`src/rtl/core/cstc_pkg.sv`:
```
`timescale 1ns / 1ps

package cstc_pkg;

   // Token lengths above this saturate and report as a lexical error.
   localparam int unsigned MAX_TOKEN_LEN = 64;
   // Pending length counts one past the maximum to flag the overrun.
   localparam int unsigned LEN_W = $clog2(MAX_TOKEN_LEN + 2);
   localparam int unsigned TLEN_W = 7;
   localparam int unsigned START_W = 32;

   localparam int unsigned DEF_POSITION_WIDTH = 32;
   localparam int unsigned DEF_QUEUE_DEPTH = 4;

   localparam logic [2:0] TOK_KEYWORD    = 3'd0;
   localparam logic [2:0] TOK_IDENTIFIER = 3'd1;
   localparam logic [2:0] TOK_OPERATOR   = 3'd2;
   localparam logic [2:0] TOK_CONSTANT   = 3'd3;
   localparam logic [2:0] TOK_SYMBOL     = 3'd4;
   localparam logic [2:0] TOK_DIRECTIVE  = 3'd5;
   localparam logic [2:0] TOK_STRING     = 3'd6;
   localparam logic [2:0] TOK_ERROR      = 3'd7;

   localparam int unsigned NUM_KW = 10;
   localparam int unsigned KW_MAX_LEN = 6;

   localparam logic [7:0] KW_CHAR [NUM_KW][KW_MAX_LEN] = '{
      '{"i", "n", "t", 8'h00, 8'h00, 8'h00},
      '{"f", "l", "o", "a", "t", 8'h00},
      '{"d", "o", "u", "b", "l", "e"},
      '{"c", "h", "a", "r", 8'h00, 8'h00},
      '{"r", "e", "t", "u", "r", "n"},
      '{"i", "f", 8'h00, 8'h00, 8'h00, 8'h00},
      '{"e", "l", "s", "e", 8'h00, 8'h00},
      '{"w", "h", "i", "l", "e", 8'h00},
      '{"f", "o", "r", 8'h00, 8'h00, 8'h00},
      '{"v", "o", "i", "d", 8'h00, 8'h00}
   };
   localparam logic [2:0] KW_LEN [NUM_KW] = '{
      3'd3, 3'd5, 3'd6, 3'd4, 3'd6, 3'd2, 3'd4, 3'd5, 3'd3, 3'd4
   };

   typedef struct packed {
      logic [7:0] byte_value;
      logic       end_of_input;
   } req_type;

   typedef struct packed {
      logic [2:0]         token_type;
      logic [START_W-1:0] token_start;
      logic [TLEN_W-1:0]  token_length;
      logic               last_of_run;
   } rsp_type;

   // One queue entry carries every result of one request.
   typedef struct packed {
      logic    has_second;
      rsp_type first_rec;
      rsp_type second_rec;
   } entry_type;

   typedef struct packed {
      logic empty;
      logic full;
   } q_status_type;

endpackage

```
`src/rtl/core/c_source_token_classifier_top.sv`:
```
`timescale 1ns / 1ps

// Channel   Ports                          Direction  Moves
// request   req_valid/req_ready/req_data   in         one source byte or end-of-input
// response  rsp_valid/rsp_ready/rsp_data   out        one token: type, start, length
//
// One request is taken per cycle while the front-to-back queue has room.
// Each request yields zero, one or two responses; the back end sends one per
// cycle while rsp_ready is high, so two responses of one request go out in turn.
// Lexer state lives in one register set in the front end, updated per byte.
// Reset is synchronous and clears all control state.
// Stalls on rsp_ready fill the QUEUE_DEPTH-entry queue, then drop req_ready.

module c_source_token_classifier_top
   import cstc_pkg::*;
#(
   parameter int unsigned POSITION_WIDTH = DEF_POSITION_WIDTH,
   parameter int unsigned QUEUE_DEPTH    = DEF_QUEUE_DEPTH
) (
   input  logic    clock,
   input  logic    reset,
   input  logic    req_valid,
   output logic    req_ready,
   input  req_type req_data,
   output logic    rsp_valid,
   input  logic    rsp_ready,
   output rsp_type rsp_data
);

   q_status_type q_status;
   logic         push;
   entry_type    push_entry;
   logic         pop;
   entry_type    head;
   logic         second_pending;

   // Front end: classify each byte and push its results as one entry.
   cstc_front #(
      .POSITION_WIDTH(POSITION_WIDTH)
   ) u_front (
      .clock     (clock),
      .reset     (reset),
      .req_valid (req_valid),
      .req_ready (req_ready),
      .req_data  (req_data),
      .q_status  (q_status),
      .push      (push),
      .push_entry(push_entry)
   );

   // Queue: decouple byte intake from response delivery.
   cstc_queue #(
      .QUEUE_DEPTH(QUEUE_DEPTH)
   ) u_queue (
      .clock     (clock),
      .reset     (reset),
      .push      (push),
      .push_entry(push_entry),
      .pop       (pop),
      .q_status  (q_status),
      .head      (head)
   );

   // Back end: serialize each entry into the output register.
   cstc_back u_back (
      .clock         (clock),
      .reset         (reset),
      .q_status      (q_status),
      .head          (head),
      .pop           (pop),
      .second_pending(second_pending),
      .rsp_valid     (rsp_valid),
      .rsp_ready     (rsp_ready),
      .rsp_data      (rsp_data)
   );

`ifndef SYNTHESIS
   // A symbol always closes its run and is one byte long.
   a_symbol_len: assert property (@(posedge clock) disable iff (reset)
      rsp_valid && rsp_data.token_type == TOK_SYMBOL |->
         rsp_data.token_length == TLEN_W'(1) && rsp_data.last_of_run)
      else $error("symbol response with bad length or run flag");

   // Lengths stay within one and the saturation limit.
   a_len_range: assert property (@(posedge clock) disable iff (reset)
      rsp_valid |-> rsp_data.token_length != '0 &&
                    rsp_data.token_length <= TLEN_W'(MAX_TOKEN_LEN))
      else $error("response length out of range");

   // A half-drained entry stays at the head until its second result leaves.
   a_second_head: assert property (@(posedge clock) disable iff (reset)
      second_pending |-> !q_status.empty && head.has_second)
      else $error("second result pending without a two-result head entry");

   // The first of two results never closes the run.
   a_first_not_last: assert property (@(posedge clock) disable iff (reset)
      rsp_valid && rsp_ready && second_pending |-> !rsp_data.last_of_run)
      else $error("first of two results marked last of run");
`endif

endmodule

```
`src/rtl/core/cstc_front.sv`:
```
`timescale 1ns / 1ps

module cstc_front
   import cstc_pkg::*;
#(
   parameter int unsigned POSITION_WIDTH = DEF_POSITION_WIDTH
) (
   input  logic         clock,
   input  logic         reset,
   input  logic         req_valid,
   output logic         req_ready,
   input  req_type      req_data,
   input  q_status_type q_status,
   output logic         push,
   output entry_type    push_entry
);

   localparam logic [1:0] MODE_NORMAL    = 2'd0;
   localparam logic [1:0] MODE_STRING    = 2'd1;
   localparam logic [1:0] MODE_DIRECTIVE = 2'd2;

   localparam logic [2:0] ACT_HOLD   = 3'd0;
   localparam logic [2:0] ACT_START  = 3'd1;
   localparam logic [2:0] ACT_APPEND = 3'd2;
   localparam logic [2:0] ACT_CLEAR  = 3'd3;
   localparam logic [2:0] ACT_RESET  = 3'd4;

   localparam logic [7:0] CH_QUOTE = 8'h22;
   localparam logic [7:0] CH_HASH  = 8'h23;
   localparam logic [7:0] CH_DOT   = 8'h2E;
   localparam logic [7:0] CH_UNDER = 8'h5F;

   function automatic logic f_space(input logic [7:0] b);
      return (b == 8'h20) || (b >= 8'h09 && b <= 8'h0D);
   endfunction

   function automatic logic f_alpha(input logic [7:0] b);
      return (b >= "a" && b <= "z") || (b >= "A" && b <= "Z");
   endfunction

   function automatic logic f_digit(input logic [7:0] b);
      return b >= "0" && b <= "9";
   endfunction

   function automatic logic f_word(input logic [7:0] b);
      return f_alpha(b) || f_digit(b) || (b == CH_UNDER);
   endfunction

   function automatic logic f_symbol(input logic [7:0] b);
      return b == ";" || b == "," || b == "(" || b == ")" || b == "{" || b == "}" ||
             b == "[" || b == "]";
   endfunction

   function automatic logic f_op(input logic [7:0] b);
      return b == "+" || b == "-" || b == "*" || b == "/" || b == "%" || b == "&" ||
             b == "|" || b == "^" || b == "~" || b == "<" || b == ">" || b == "!" ||
             b == "=";
   endfunction

   // Keywords that still match with byte b at offset p.
   function automatic logic [NUM_KW-1:0] f_kw_match(input logic [7:0] b,
                                                    input logic [LEN_W-1:0] p);
      logic [NUM_KW-1:0] m;
      m = '0;
      for (int i = 0; i < NUM_KW; i++) begin
         if (p < LEN_W'(KW_LEN[i])) begin
            m[i] = (KW_CHAR[i][p[2:0]] == b);
         end
      end
      return m;
   endfunction

   // Build a token record; saturate an over-long token into a lexical error.
   function automatic rsp_type f_rec(input logic [2:0] t,
                                     input logic [POSITION_WIDTH-1:0] start,
                                     input logic [LEN_W-1:0] len);
      rsp_type r;
      r.token_type   = t;
      r.token_start  = START_W'(start);
      r.token_length = TLEN_W'(len);
      r.last_of_run  = 1'b1;
      if (len > LEN_W'(MAX_TOKEN_LEN)) begin
         r.token_type   = TOK_ERROR;
         r.token_length = TLEN_W'(MAX_TOKEN_LEN);
      end
      return r;
   endfunction

   logic [1:0]                mode_ff, mode_in;
   logic [LEN_W-1:0]          plen_ff, plen_in;
   logic [POSITION_WIDTH-1:0] pstart_ff, pstart_in;
   logic [POSITION_WIDTH-1:0] pos_ff, pos_in;
   logic [7:0]                first_ff, first_in;
   logic [7:0]                last_ff, last_in;
   logic [NUM_KW-1:0]         hits_ff, hits_in;
   logic                      ident_ff, ident_in;
   logic                      number_ff, number_in;
   logic                      dot_ff, dot_in;

   logic [7:0]        b;
   logic              accept;
   logic [LEN_W-1:0]  len_app;
   logic [NUM_KW-1:0] len_eq;
   logic [2:0]        normal_type;
   logic [2:0]        act;
   logic [1:0]        start_mode;
   logic              emit_pend;
   logic              emit_sym;
   logic [2:0]        pend_type;
   logic [LEN_W-1:0]  pend_len;
   rsp_type           pend_rec;
   rsp_type           sym_rec;

   assign b         = req_data.byte_value;
   assign req_ready = !q_status.full;
   assign accept    = req_valid && req_ready;
   assign len_app   = (plen_ff <= LEN_W'(MAX_TOKEN_LEN)) ? plen_ff + LEN_W'(1) : plen_ff;

   always_comb begin
      for (int i = 0; i < NUM_KW; i++) begin
         len_eq[i] = (plen_ff == LEN_W'(KW_LEN[i]));
      end
   end

   always_comb begin
      if (|(hits_ff & len_eq)) begin
         normal_type = TOK_KEYWORD;
      end else if (f_alpha(first_ff) || first_ff == CH_UNDER) begin
         normal_type = ident_ff ? TOK_IDENTIFIER : TOK_ERROR;
      end else if (f_op(first_ff)) begin
         normal_type = TOK_OPERATOR;
      end else begin
         normal_type = number_ff ? TOK_CONSTANT : TOK_ERROR;
      end
   end

   // Decide what this request emits and how the pending token moves.
   always_comb begin
      act        = ACT_HOLD;
      start_mode = MODE_NORMAL;
      emit_pend  = 1'b0;
      emit_sym   = 1'b0;
      pend_type  = normal_type;
      pend_len   = plen_ff;
      if (req_data.end_of_input) begin
         act = ACT_RESET;
         case (mode_ff)
            MODE_STRING: begin
               emit_pend = 1'b1;
               pend_type = (first_ff == CH_QUOTE && last_ff == CH_QUOTE) ?
                           TOK_STRING : TOK_ERROR;
            end
            MODE_DIRECTIVE: begin
               emit_pend = 1'b1;
               pend_type = TOK_DIRECTIVE;
            end
            default: begin
               emit_pend = (plen_ff != '0);
            end
         endcase
      end else begin
         case (mode_ff)
            MODE_STRING: begin
               act = ACT_APPEND;
               if (b == CH_QUOTE) begin
                  act       = ACT_CLEAR;
                  emit_pend = 1'b1;
                  pend_type = TOK_STRING;
                  pend_len  = len_app;
               end
            end
            MODE_DIRECTIVE: begin
               act = ACT_APPEND;
               if (f_space(b)) begin
                  act       = ACT_CLEAR;
                  emit_pend = 1'b1;
                  pend_type = TOK_DIRECTIVE;
               end
            end
            default: begin
               if (f_word(b) && plen_ff != '0) begin
                  act = ACT_APPEND;
               end else if (f_word(b)) begin
                  act = ACT_START;
               end else begin
                  emit_pend = (plen_ff != '0);
                  if (b == CH_QUOTE) begin
                     act        = ACT_START;
                     start_mode = MODE_STRING;
                  end else if (b == CH_HASH) begin
                     act        = ACT_START;
                     start_mode = MODE_DIRECTIVE;
                  end else if (f_op(b)) begin
                     act = ACT_START;
                  end else begin
                     act      = ACT_CLEAR;
                     emit_sym = f_symbol(b);
                  end
               end
            end
         endcase
      end
   end

   assign pend_rec = f_rec(pend_type, pstart_ff, pend_len);
   assign sym_rec  = f_rec(TOK_SYMBOL, pos_ff, LEN_W'(1));

   always_comb begin
      push_entry            = '0;
      push_entry.first_rec  = emit_pend ? pend_rec : sym_rec;
      push_entry.second_rec = sym_rec;
      push_entry.has_second = emit_pend && emit_sym;
      if (emit_pend && emit_sym) begin
         push_entry.first_rec.last_of_run = 1'b0;
      end
   end

   assign push = accept && (emit_pend || emit_sym);

   always_comb begin
      mode_in   = mode_ff;
      plen_in   = plen_ff;
      pstart_in = pstart_ff;
      first_in  = first_ff;
      last_in   = last_ff;
      hits_in   = hits_ff;
      ident_in  = ident_ff;
      number_in = number_ff;
      dot_in    = dot_ff;
      pos_in    = pos_ff + POSITION_WIDTH'(1);
      case (act)
         ACT_START: begin
            mode_in   = start_mode;
            plen_in   = LEN_W'(1);
            pstart_in = pos_ff;
            first_in  = b;
            last_in   = b;
            hits_in   = f_kw_match(b, '0);
            ident_in  = f_alpha(b) || b == CH_UNDER;
            number_in = (b == CH_DOT) || f_digit(b);
            dot_in    = (b == CH_DOT);
         end
         ACT_APPEND: begin
            plen_in = len_app;
            last_in = b;
            hits_in = hits_ff & f_kw_match(b, plen_ff);
            if (!f_word(b)) begin
               ident_in = 1'b0;
            end
            if (b == CH_DOT) begin
               if (dot_ff) begin
                  number_in = 1'b0;
               end
               dot_in = 1'b1;
            end else if (!f_digit(b)) begin
               number_in = 1'b0;
            end
         end
         ACT_CLEAR: begin
            mode_in = MODE_NORMAL;
            plen_in = '0;
         end
         ACT_RESET: begin
            mode_in   = MODE_NORMAL;
            plen_in   = '0;
            pstart_in = '0;
            pos_in    = '0;
            first_in  = '0;
            last_in   = '0;
            hits_in   = '1;
            ident_in  = 1'b1;
            number_in = 1'b1;
            dot_in    = 1'b0;
         end
         default: begin
            plen_in = plen_ff;
         end
      endcase
   end

   always_ff @(posedge clock) begin
      if (reset) begin
         mode_ff   <= MODE_NORMAL;
         plen_ff   <= '0;
         pstart_ff <= '0;
         pos_ff    <= '0;
         first_ff  <= '0;
         last_ff   <= '0;
         hits_ff   <= '1;
         ident_ff  <= 1'b1;
         number_ff <= 1'b1;
         dot_ff    <= 1'b0;
      end else if (accept) begin
         mode_ff   <= mode_in;
         plen_ff   <= plen_in;
         pstart_ff <= pstart_in;
         pos_ff    <= pos_in;
         first_ff  <= first_in;
         last_ff   <= last_in;
         hits_ff   <= hits_in;
         ident_ff  <= ident_in;
         number_ff <= number_in;
         dot_ff    <= dot_in;
      end
   end

endmodule

```
`src/rtl/core/cstc_queue.sv`:
```
`timescale 1ns / 1ps

module cstc_queue
   import cstc_pkg::*;
#(
   parameter int unsigned QUEUE_DEPTH = DEF_QUEUE_DEPTH
) (
   input  logic         clock,
   input  logic         reset,
   input  logic         push,
   input  entry_type    push_entry,
   input  logic         pop,
   output q_status_type q_status,
   output entry_type    head
);

   localparam int unsigned PTR_W = $clog2(QUEUE_DEPTH);
   localparam int unsigned CNT_W = $clog2(QUEUE_DEPTH + 1);

   entry_type        entry_ff [QUEUE_DEPTH];
   entry_type        head_ff;
   logic [PTR_W-1:0] wr_ptr_ff, wr_ptr_in;
   logic [PTR_W-1:0] rd_ptr_ff, rd_ptr_in;
   logic [CNT_W-1:0] count_ff, count_in;

   function automatic logic [PTR_W-1:0] f_next(input logic [PTR_W-1:0] p);
      return (p == PTR_W'(QUEUE_DEPTH - 1)) ? '0 : p + PTR_W'(1);
   endfunction

   assign q_status.empty = (count_ff == '0);
   assign q_status.full  = (count_ff == CNT_W'(QUEUE_DEPTH));
   assign head           = head_ff;

   always_comb begin
      wr_ptr_in = push ? f_next(wr_ptr_ff) : wr_ptr_ff;
      rd_ptr_in = pop ? f_next(rd_ptr_ff) : rd_ptr_ff;
      count_in  = count_ff;
      if (push && !pop) begin
         count_in = count_ff + CNT_W'(1);
      end else if (pop && !push) begin
         count_in = count_ff - CNT_W'(1);
      end
   end

   always_ff @(posedge clock) begin
      if (push) begin
         entry_ff[wr_ptr_ff] <= push_entry;
      end
   end

   // Register the next head; bypass an entry written into the head slot.
   always_ff @(posedge clock) begin
      if (push && wr_ptr_ff == rd_ptr_in) begin
         head_ff <= push_entry;
      end else begin
         head_ff <= entry_ff[rd_ptr_in];
      end
   end

   always_ff @(posedge clock) begin
      if (reset) begin
         wr_ptr_ff <= '0;
         rd_ptr_ff <= '0;
         count_ff  <= '0;
      end else begin
         wr_ptr_ff <= wr_ptr_in;
         rd_ptr_ff <= rd_ptr_in;
         count_ff  <= count_in;
      end
   end

endmodule

```
`src/rtl/core/cstc_back.sv`:
```
`timescale 1ns / 1ps

module cstc_back
   import cstc_pkg::*;
(
   input  logic         clock,
   input  logic         reset,
   input  q_status_type q_status,
   input  entry_type    head,
   output logic         pop,
   output logic         second_pending,
   output logic         rsp_valid,
   input  logic         rsp_ready,
   output rsp_type      rsp_data
);

   logic    valid_ff, valid_in;
   logic    half_ff, half_in;
   rsp_type data_ff, data_in;
   logic    load;

   assign load = (!valid_ff || rsp_ready) && !q_status.empty;

   // Drain the head entry one result per cycle while the output can take it; pop as its last result loads.
   always_comb begin
      valid_in = valid_ff && !rsp_ready;
      data_in  = data_ff;
      half_in  = half_ff;
      pop      = 1'b0;
      if (load) begin
         valid_in = 1'b1;
         if (half_ff) begin
            data_in = head.second_rec;
            half_in = 1'b0;
            pop     = 1'b1;
         end else begin
            data_in = head.first_rec;
            if (head.has_second) begin
               half_in = 1'b1;
            end else begin
               pop = 1'b1;
            end
         end
      end
   end

   always_ff @(posedge clock) begin
      data_ff <= data_in;
   end

   always_ff @(posedge clock) begin
      if (reset) begin
         valid_ff <= 1'b0;
         half_ff  <= 1'b0;
      end else begin
         valid_ff <= valid_in;
         half_ff  <= half_in;
      end
   end

   assign rsp_valid      = valid_ff;
   assign rsp_data       = data_ff;
   assign second_pending = half_ff;

endmodule
```
`config.mk`:
```
export PLATFORM = sky130hd
export DESIGN_NAME = c_source_token_classifier_top
export DESIGN_NICKNAME = d
export VERILOG_FILES = /design/src/rtl/core/cstc_pkg.sv /design/src/rtl/core/c_source_token_classifier_top.sv /design/src/rtl/core/cstc_front.sv /design/src/rtl/core/cstc_queue.sv /design/src/rtl/core/cstc_back.sv
export SDC_FILE = /design/constraint.sdc
export NUM_CORES = 1
export LEC_CHECK = 0
export ABC_AREA = 1
export BUFFER_PORTS_ARGS = -buffer_cell sky130_fd_sc_hd__buf_4
export CORE_ASPECT_RATIO = 0.7
export CORE_MARGIN = 4
export CORE_UTILIZATION = 57
export CTS_BUF_LIST = sky130_fd_sc_hd__clkbuf_16
export DETAILED_ROUTE_END_ITERATION = 10
export PLACE_DENSITY_LB_ADDON = 0.05
export SLEW_MARGIN = 20
export SYNTH_ARGS = -nofsm -noshare
export SYNTH_HDL_FRONTEND = slang
export SYNTH_HIERARCHICAL = 1
export SYNTH_SLANG_ARGS = --single-unit
```
`constraint.sdc`:
```
create_clock -name clock -period 4.15 [get_ports clock]
set_input_delay 0 -clock clock [delete_from_list [all_inputs] [get_ports clock]]
set_output_delay 0 -clock clock [all_outputs]
set_load 0.02 [all_outputs]
```
==> impl_metrics.toml, run 1 <==
[outcome]
status = "finished clean"

[synth]
synth_edf_count = 391
yosys-top-cells-count = "nand2_1, edfxtp_1, nor2_1"
yosysMostFrequentCell = "nand2_1"
async_reset_ff_frac = 0
yosysSeqAreaShare = 0.601
synthAdderAreaFrac = 0.00946
yosysWarnings = 6
synth_cells = 2487
synth_compound_area_frac = 0.0913
synth.distinct_cells = 46
ys_seq_elements = 504
synthTopCellsByArea = "edfxtp_1, dfxtp_1, nand2_1, nor2_1, nand3_1"
synth_top_family_by_area = "simple AND/OR/NAND/NOR gates"
synthSimpleGateAreaFrac = 0.221
syn-cell-area_um2 = 23300
synthXorXnorAreaFrac = 0.0102
avgSynthCellArea_um2 = 9.36
yosys-mux-area-fraction = 0
yosys.area.top_type = "edfxtp_1"
ys.flop_type = "edfxtp_1"
yosysTopAreaCellShare = 0.504

[setup_path]
crit_type = "flop to flop"
start_kind = "flop"
crit_fanout = 18
critPathRequiredTime_ns = 4.41
critPathMaxStageDelay_ns = 0.48
cp.arrival_ns = 3.60
critPathSlowestCell = "dfxtp_1"
crit_path_cell_trace = "inv_1, ha_1, nand2_1, nor2_1, inv_1, nor2_1, a31oi_2, o21ai_4, a21oi_1, nand2_1, clkinvlp_4, buf_4"
crit_path_end_kind = "flop"
reg2reg_depth = 12

[global_routing]
grt_pass1_wl_um = 93400
grt_antenna_before_repair = 0
grt_overflow = 0
grt_pass1_vias = 16600
grt_max_degree = 87
grt_usage = 0.265

[floorplan]
die_h_um = 177
core_um2 = 40000
rows = 61
die_x_um = 250
start_util = 0.582
die-area_um2 = 44200
ioPinCount = 58

[timing]
skew_ns = 0.0365
worst_pin_slew_ns = 1.07
period_needed_ns = 3.34
finalCritPeriodShare = 0.805
setup-tns-final_ns = 0
fmax_mhz = 299
finalHoldViolCount = 0
setup_violations = 0
whs_ns = 0.0492
rsz0062_at_grt = "false"
drv_slew = 0
relSlewSlack = 0.289

[cts]
clk_pin_slew_ns = 0.07
cts_tree = "yes"
htree_levels = 2
clockBufferDepth = 3
cts_setup_buffers = 0
insertion_delay_ns = 0.58
numCtsBuffers = 46
clockRootBuffer = "clkbuf_16"
cts.sink_count = 504

[power_and_ir_drop]
peakVddDrop_v = 0.000412
pwr-share-comb = 0.313
internal_power_mw = 10.2
clockPowerShare = 0.269
p_leak_nw = 9.57
switchingPower_mw = 5.66
pwr-share-seq = 0.418
power_density_nw_per_um2 = 624
p_sw_frac = 0.357

[final_layout]
drive_gt1_frac = 0.0825
n_antenna_cell = 0
fin_nets = 2514
nFillCells = 3364
syn_to_final_growth_pct = 9.19
multi_input_area_um2 = 7760
seqCellArea_um2 = 14000

[route]
met3WireLength_um = 4440
top_layer_used = "met4"
first_iter_violations = 1854
via_per_inst = 5.73
dr.pass1.iters = 5
wl_per_cell_um = 19.2
m1WireLength_um = 27400
drc = 0
dr_wl_met2_um = 26000
finalWirelength_um = 58800
ant_nets = 0
routed-via-count = 17500

[placement]
routabilityCongestion = 0.986
hpwl_um = 35500
portBuffers = 57

[min_path]
worstHoldPathCells = 6
hp-class = "primary input to flop"

[job]
maxCapViolCount = 0
==> final cells by class <==
type                            instances  share of cell area
Tap cell                              535              0.0263
Clock inverter                         39              0.0144
Sequential cell                       504               0.551
Inverter                              167              0.0257
Multi-Input combinational cell       1670               0.305
Timing Repair Buffer                   95              0.0320
Clock buffer                           46              0.0453
==> sequential cells by signal, summed over array words and instances (netlist names), 7 cells and up, named ones only <==
| register | count |
|---|---|
| u_back/rsp_data | 43 |
| u_front/hits_ff | 10 |
| u_front/pstart_ff | 32 |
| u_front/pos_ff | 32 |
| u_front/plen_ff | 7 |
| u_front/last_ff | 8 |
| u_front/first_ff | 8 |
| u_queue/entry_ff | 348 |
==> per-stage QoR <==
| stage | instance area [µm²] | setup slack, ns | power (mW) | cells | util |
|---|---|---|---|---|---|
| 2_1_floorplan | 23300 | 0.643 | 10.3 | 2496 | - |
| 3_3_place_gp | 23900 | 0.923 | 11.6 | 2966 | 0.597 |
| 3_5_place_dp | 23900 | 0.795 | 11.7 | 2966 | 0.597 |
| 4_1_cts | 25400 | 0.797 | 15.9 | 3056 | 0.636 |
| 5_1_grt | 25400 | 0.546 | 16.8 | 3056 | 0.636 |
| 6_report | 25400 | 0.807 | 15.9 | 3056 | 0.636 |
==> worst max-delay path: cells and delay by family (launching register included) <==
family | cells | cell delay, ns
AND/OR/NAND/NOR | 4 | 0.51
buffers and inverters | 4 | 1.13
AO/OA/AOI/OAI | 3 | 0.63
adder cells (fa/ha/maj) | 1 | 0.27
flip-flops | 1 | 0.48
==> worst paths after layout <==
check | end | slack (ns) | startpoint
setup / recovery | u_queue/entry_ff[1][73]$_DFFE_PP_ | 0.81 | u_front/plen_ff[1]$_SDFFE_PP0P_
hold / removal | u_front/hits_ff[6]$_SDFFE_PP1P_ | 0.05 | req_data[4]
setup reg to reg | u_queue/entry_ff[1][73]$_DFFE_PP_ | 0.81 | u_front/plen_ff[1]$_SDFFE_PP0P_
hold reg to reg | u_front/ident_ff$_SDFFE_PP1P_ | 0.44 | u_front/ident_ff$_SDFFE_PP1P_
==> metal layers <==
metal	vias up	track usage
met5	-	0
met4	0	0.0564
met3	72	0.0430
met2	628	0.413
met1	8370	0.398
li1	8431	-
==> cells by family after synthesis <==
family          Yosys count
xor+xnor                 27
compound gates          393
buf+inv                 322
fa+ha+maj                17
flops                   504
other cells               2
simple gates           1222
==> what timing repair did <==
item,CTS,global route
hold endpoints to repair,14,0
setup endpoints to repair,0,0
gates resized for setup,0,0
hold buffers,5,0
==> layout by cell type (no fill, tap or decap), types with 6 or more instances in the layout <==
master      netlist  layout
clkinv_2          0      13
nand2_1         585     585
o21bai_1          6       6
clkbuf_16         0      46
o22ai_1          88      88
conb_1            2      11
dfxtp_1         113     110
buf_4            32      83
inv_2            11      12
o21ai_1          93      93
nor3_1           35      35
clkinvlp_4        0       7
inv_1           153     154
clkinv_1          1       9
buf_12            0       7
edfxtp_1        391     391
nand3b_1          9       9
o21ai_0         138     138
a21oi_1          59      59
nor2_1          364     364
ha_1             16      16
nor4_1            8       8
nor3b_1           7       7
bufinv_16         0       6
nand3_1         158     158
nand3_2           6       6
xor2_1           23      23
nand4_1          30      30
==> power by group through the flow <==
stage	registers, mW	logic (mW)	clock network, mW
global route	6.69	5.52	4.58
global placement	6.73	4.87	0
floorplan	6.92	3.33	0
finish	6.64	4.97	4.26
detailed placement	6.74	4.93	0
CTS	6.64	4.96	4.33
(Power assumes the default switching activity.)
==> run 2, diff against run 1 <==
==> constraint.sdc (replaced) <==
create_clock -name clock -period 2.7 [get_ports clock]
set_input_delay 0 -clock clock [delete_from_list [all_inputs] [get_ports clock]]
set_output_delay 0 -clock clock [all_outputs]
set_load 0.02 [all_outputs]
==> impl_metrics.toml, run 2 (synthesized netlist as in run 1, its figures left out) <==
[final_layout]
syn_to_final_growth_pct = 11.7
final_common_cell = "nand2_1"
fin_nets = 2568
finish.instance_area_um2 = 26000
nFillCells = 3291
final_cell_mix = "nand2_1, edfxtp_1, nor2_1"
regMostFlops = "u_queue/entry_ff"
reg.largest.list = "u_queue/entry_ff x348, u_back/rsp_data x43"
n_antenna_cell = 0
largest_register_ffs = 348
drive_gt1_frac = 0.105

[cts]
htree_levels = 2
clk_pin_slew_ns = 0.06
clockRootBuffer = "clkbuf_16"
numCtsBuffers = 48
clockBufferDepth = 3
insertion_delay_ns = 0.57
cts.sink_count = 504
cts_tree = "yes"

[route]
ant_nets = 0
finalWirelength_um = 62200
drc = 0
first_iter_violations = 1941
wl_per_cell_um = 20.0
dr.pass1.iters = 6
via_per_inst = 5.73
routed-via-count = 17800

[setup_path]
crit_type = "primary input to flop"
cp.arrival_ns = 2.97
crit_path_end_kind = "flop"
critPathRequiredTime_ns = 3.16
crit_fanout = 7
cpMostUsedCell = "nand2_1"
critPathTopFamily = "buffers and inverters"
critPathSlowestCell = "dlygate4sd3_1"
path_buf_inv = 6
start_kind = "primary input"
critPathMaxStageDelay_ns = 0.53
crit_path_cell_trace = "dlygate4sd3_1, buf_4, inv_2, nand2_1, o21ai_0, nand4_1, a31oi_1, nand2_1, a21oi_4, ha_1, inv_1, fa_1, inv_1, nand2_1, nand3_1, nand2_1, inv_1, nor2_1"

[floorplan]
die-area_um2 = 44200
rows = 61
die_x_um = 250
ioPinCount = 58
start_util = 0.582
core_um2 = 40000
die_h_um = 177

[power_and_ir_drop]
switchingPower_mw = 8.84
p_sw_frac = 0.360
internal_power_mw = 15.7
peakVddDrop_v = 0.00200
pwr-share-comb = 0.328
power_density_nw_per_um2 = 943
clockPowerShare = 0.258
pwr-share-seq = 0.413
p_leak_nw = 9.92

[timing]
finalCritPeriodShare = 0.928
finalHoldViolCount = 0
setup_violations = 0
rsz0062_at_grt = "false"
whs_ns = 0.0757
fmax_mhz = 399
drv_slew = 0
period_needed_ns = 2.51
worst_pin_slew_ns = 0.790
relSlewSlack = 0.473
skew_ns = 0.0220

[global_routing]
grt_pass1_wl_um = 96500
grt_antenna_before_repair = 1
grt_max_degree = 159
grt_usage = 0.278
grt_overflow = 0
grt_pass1_vias = 16600

[outcome]
status = "finished clean"

[job]
maxCapViolCount = 0

[placement]
routabilityCongestion = 0.994
hpwl_um = 40200
dpl_cell_area_um2 = 24400
portBuffers = 57

[min_path]
hp-class = "primary input to flop"
run 2: layout make-up:
| cell class | instances | area, µm² | share of cell area |
|---|---|---|---|
| Inverter | 167 | 662 | 0.0254 |
| Tap cell | 535 | 669 | 0.0257 |
| Timing Repair Buffer | 147 | 1340 | 0.0516 |
| Sequential cell | 504 | 14000 | 0.539 |
| Multi-Input combinational cell | 1670 | 7850 | 0.302 |
| Clock buffer | 50 | 1250 | 0.0481 |
| Clock inverter | 38 | 224 | 0.00861 |
run 2: metal layers:
metal	share of wire	vias to the layer above	GRT usage
met5	0.00013	-	0
li1	-	8513	-
met1	0.46	8496	0.424
met2	0.43	742	0.416
met4	0.014	2	0.0502
met3	0.099	72	0.0633
run 2: path summary, 6_finish.rpt:
kind	start	to	slack (ns)	cells after the start
worst max-delay path	req_data[8]	u_queue/count_ff[2]$_SDFFE_PP0P_	0.19	18
worst min-delay path	req_data[3]	u_front/first_ff[2]$_SDFFE_PP0P_	0.08	5
worst max register to register	u_front/plen_ff[1]$_SDFFE_PP0P_	u_queue/count_ff[2]$_SDFFE_PP0P_	0.20	18
worst min register to register	u_front/number_ff$_SDFFE_PP1P_	u_front/number_ff$_SDFFE_PP1P_	0.45	2
run 2: power by group through the flow:
stage | sequential, mW | combinational (mW) | clock, mW
finish | 10.1 | 8.06 | 6.34
global route | 10.2 | 8.89 | 6.81
CTS | 10.1 | 8.02 | 6.46
detailed placement | 10.3 | 7.97 | 0
global placement | 10.3 | 7.87 | 0
floorplan | 10.6 | 5.18 | 0
run 2: per-stage QoR:
step / worst slack [ns] / cells / power, mW / setup TNS, ns / utilization
floorplan: -0.457 / 2496 / 15.8 / -159.07 / -
global placement: 0.160 / 3013 / 18.1 / 0 / 0.610
detailed placement: 0.144 / 3013 / 18.3 / 0 / 0.610
CTS: 0.120 / 3111 / 24.6 / 0 / 0.650
global route: 0.000274 / 3111 / 25.9 / 0 / 0.650
finish: 0.194 / 3111 / 24.5 / 0 / 0.650
run 2: what timing repair did:
item / 4_1_cts / 5_1_grt
setup endpoints to repair: 0 / 36
hold buffers: 10 / 0
endpoints found under the hold margin: 39 / 0
buffers inserted: 0 / 0
gates resized for setup: 0 / 9
run 2: worst register-to-register path, cell delays in order (launching register included):
cell	delay [ns]
dfxtp_4	0.40
inv_4	0.05
ha_4	0.16
nand2_2	0.08
nor2_2	0.06
inv_1	0.08
nor2_1	0.06
a31oi_2	0.19
o21ai_4	0.11
a21oi_4	0.22
ha_1	0.20
inv_1	0.07
fa_1	0.39
inv_1	0.07
nand2_1	0.06
nand3_1	0.07
nand2_1	0.05
inv_1	0.04
nor2_1	0.04
==> run 3, diff against run 2 <==
--- a/config.mk
+++ b/config.mk
@@ -6,7 +6,7 @@
 export NUM_CORES = 1
 export LEC_CHECK = 0
 export ABC_AREA = 1
-export BUFFER_PORTS_ARGS = -buffer_cell sky130_fd_sc_hd__buf_4
+export BUFFER_PORTS_ARGS = -buffer_cell sky130_fd_sc_hd__buf_2
 export CORE_ASPECT_RATIO = 0.7
 export CORE_MARGIN = 4
 export CORE_UTILIZATION = 57
==> impl_metrics.toml, run 3 (synthesized netlist as in run 1, its figures left out) <==
[outcome]
status = "finished clean"

[cts]
cts_tree = "yes"
numCtsBuffers = 47
clockRootBuffer = "clkbuf_16"
clockBufferDepth = 3
cts.sink_count = 504
cts_setup_buffers = 0
insertion_delay_ns = 0.56
htree_levels = 2
clk_pin_slew_ns = 0.06

[floorplan]
die-area_um2 = 44200
die_h_um = 177
start_util = 0.582
ioPinCount = 58
rows = 61
core_um2 = 40000
die_x_um = 250

[final_layout]
regMostFlops = "u_queue/entry_ff"
reg.largest.list = "u_queue/entry_ff x348, u_back/rsp_data x43"
drive_gt1_frac = 0.105
fin_nets = 2556
final_common_cell = "nand2_1"
finish.instance_area_um2 = 25700
final_cell_mix = "nand2_1, edfxtp_1, nor2_1"
nFillCells = 3288
n_antenna_cell = 0
layoutNonFillerInstCount = 3098
seqCellArea_um2 = 14000
multi_input_area_um2 = 7830
syn_to_final_growth_pct = 10.5
largest_register_ffs = 348

[min_path]
hp-class = "primary input to flop"
hp-start = "req_data[4]"

[timing]
worst_pin_slew_ns = 1.06
drv_slew = 0
setup-tns-final_ns = 0
relSlewSlack = 0.292
whs_ns = 0.0530
skew_ns = 0.0182
period_needed_ns = 2.51
setup_violations = 0
rsz0062_at_grt = "false"
fmax_mhz = 398
setup_ws_ns = 0.187
finalHoldViolCount = 0
finalCritPeriodShare = 0.931

[global_routing]
grt_overflow = 0
use_met2 = 0.401
gr-max-usage-layer = "met1"
grt_max_degree = 97
grtUsageMet1 = 0.421
grt.met3_usage = 0.0605
grt_antenna_before_repair = 1
grt_usage = 0.273
grt_pass1_vias = 16600
grt_pass1_wl_um = 95400

[route]
via_per_inst = 5.72
dr.pass1.iters = 5
routed-via-count = 17700
first_iter_violations = 1762
finalWirelength_um = 60900
drc = 0
wl_per_cell_um = 19.7
ant_nets = 0

[setup_path]
cpMostUsedCell = "inv_1"
critPathTopFamily = "adder cells"
crit_fanout = 10
r2r-start = "u_front/plen_ff[0]$_SDFFE_PP0P_"
start_kind = "flop"
cp.arrival_ns = 2.98
crit_cells = 18
critPathSlowestCell = "fa_1"
path_buf_inv = 5
reg2reg_depth = 18
critPathCapture = "u_queue/count_ff[2]$_SDFFE_PP0P_"
ff2ff_setup_slack_ns = 0.19
worstSetupStartpoint = "u_front/plen_ff[0]$_SDFFE_PP0P_"
critPathRequiredTime_ns = 3.17
crit_path_end_kind = "flop"
crit_type = "flop to flop"
r2r_end = "u_queue/count_ff[2]$_SDFFE_PP0P_"
critPathMaxStageDelay_ns = 0.39
crit_path_cell_trace = "clkinv_4, ha_4, nand2_2, nor2_2, inv_1, nor2_1, a31oi_2, o21ai_4, a21oi_4, ha_1, inv_1, fa_1, inv_1, nand2_1, nand3_1, nand2_1, inv_1, nor2_1"

[placement]
dpl_cell_area_um2 = 24200
placed_cells = 3006
hpwl_um = 38500
routabilityCongestion = 0.977
portBuffers = 57
place_ws_ns = 0.0965

[power_and_ir_drop]
p_leak_nw = 9.78
power_density_nw_per_um2 = 947
peakVddDrop_v = 0.00149

[job]
maxCapViolCount = 0
## run 3: per-layer routing
metal  vias to the layer above  part of all wire  wire [µm]
met5                         -                 0          0
met4                         0             0.017       1040
met3                        81             0.085       5200
met2                       685              0.43      26000
met1                      8442              0.47      28600
li1                       8506                 -          -
## run 3: final cells by class
class	count	share of cell area
Tap cell	535	0.0260
Clock buffer	47	0.0457
Sequential cell	504	0.545
Timing Repair Buffer	136	0.0410
Inverter	167	0.0257
Clock inverter	39	0.0126
Multi-Input combinational cell	1670	0.304
## run 3: timing repair
item                                    in CTS  in global routing
hold buffers                                 6                  0
hold endpoints to repair                    12                  0
endpoints found under the setup margin       0                 24
gates resized for setup                      0                  5
## run 3: how the worst min path moves through the flow
| stage | endpoint | slack, ns | cells past startpoint |
|---|---|---|---|
| 3_5_place_dp | u_back/rsp_valid$_SDFF_PP0_ | 0.31 | 2 |
| 4_1_cts | u_front/hits_ff[6]$_SDFFE_PP1P_ | 0.02 | 6 |
| 6_report | u_front/hits_ff[6]$_SDFFE_PP1P_ | 0.05 | 6 |
| 2_1_floorplan | u_back/rsp_valid$_SDFF_PP0_ | 0.07 | 1 |
| 5_1_grt | u_front/hits_ff[2]$_SDFFE_PP1P_ | 0.08 | 6 |
| 3_3_place_gp | u_back/rsp_valid$_SDFF_PP0_ | 0.30 | 2 |
## run 3: metrics by stage
stage	util	total power, mW
floorplan	-	15.8
global placement	0.604	17.8
detailed placement	0.604	18.0
CTS	0.643	24.5
global route	0.644	25.7
finish	0.644	24.4
## run 3: worst min-delay path, cell delays in order
cell,delay (ns)
buf_2,0.18
nor4_1,0.10
nand3_1,0.09
nand2_1,0.05
nand2_1,0.06
nand3_1,0.06
## run 3: power breakdown
part / leakage, nW / switching (mW) / internal (mW) / total, mW
clock: 0.776 / 2.82 / 3.67 / 6.49
sequential: 4.57 / 0.333 / 9.73 / 10.1
combinational: 4.43 / 5.60 / 2.23 / 7.83
total: 9.78 / 8.76 / 15.6 / 24.4
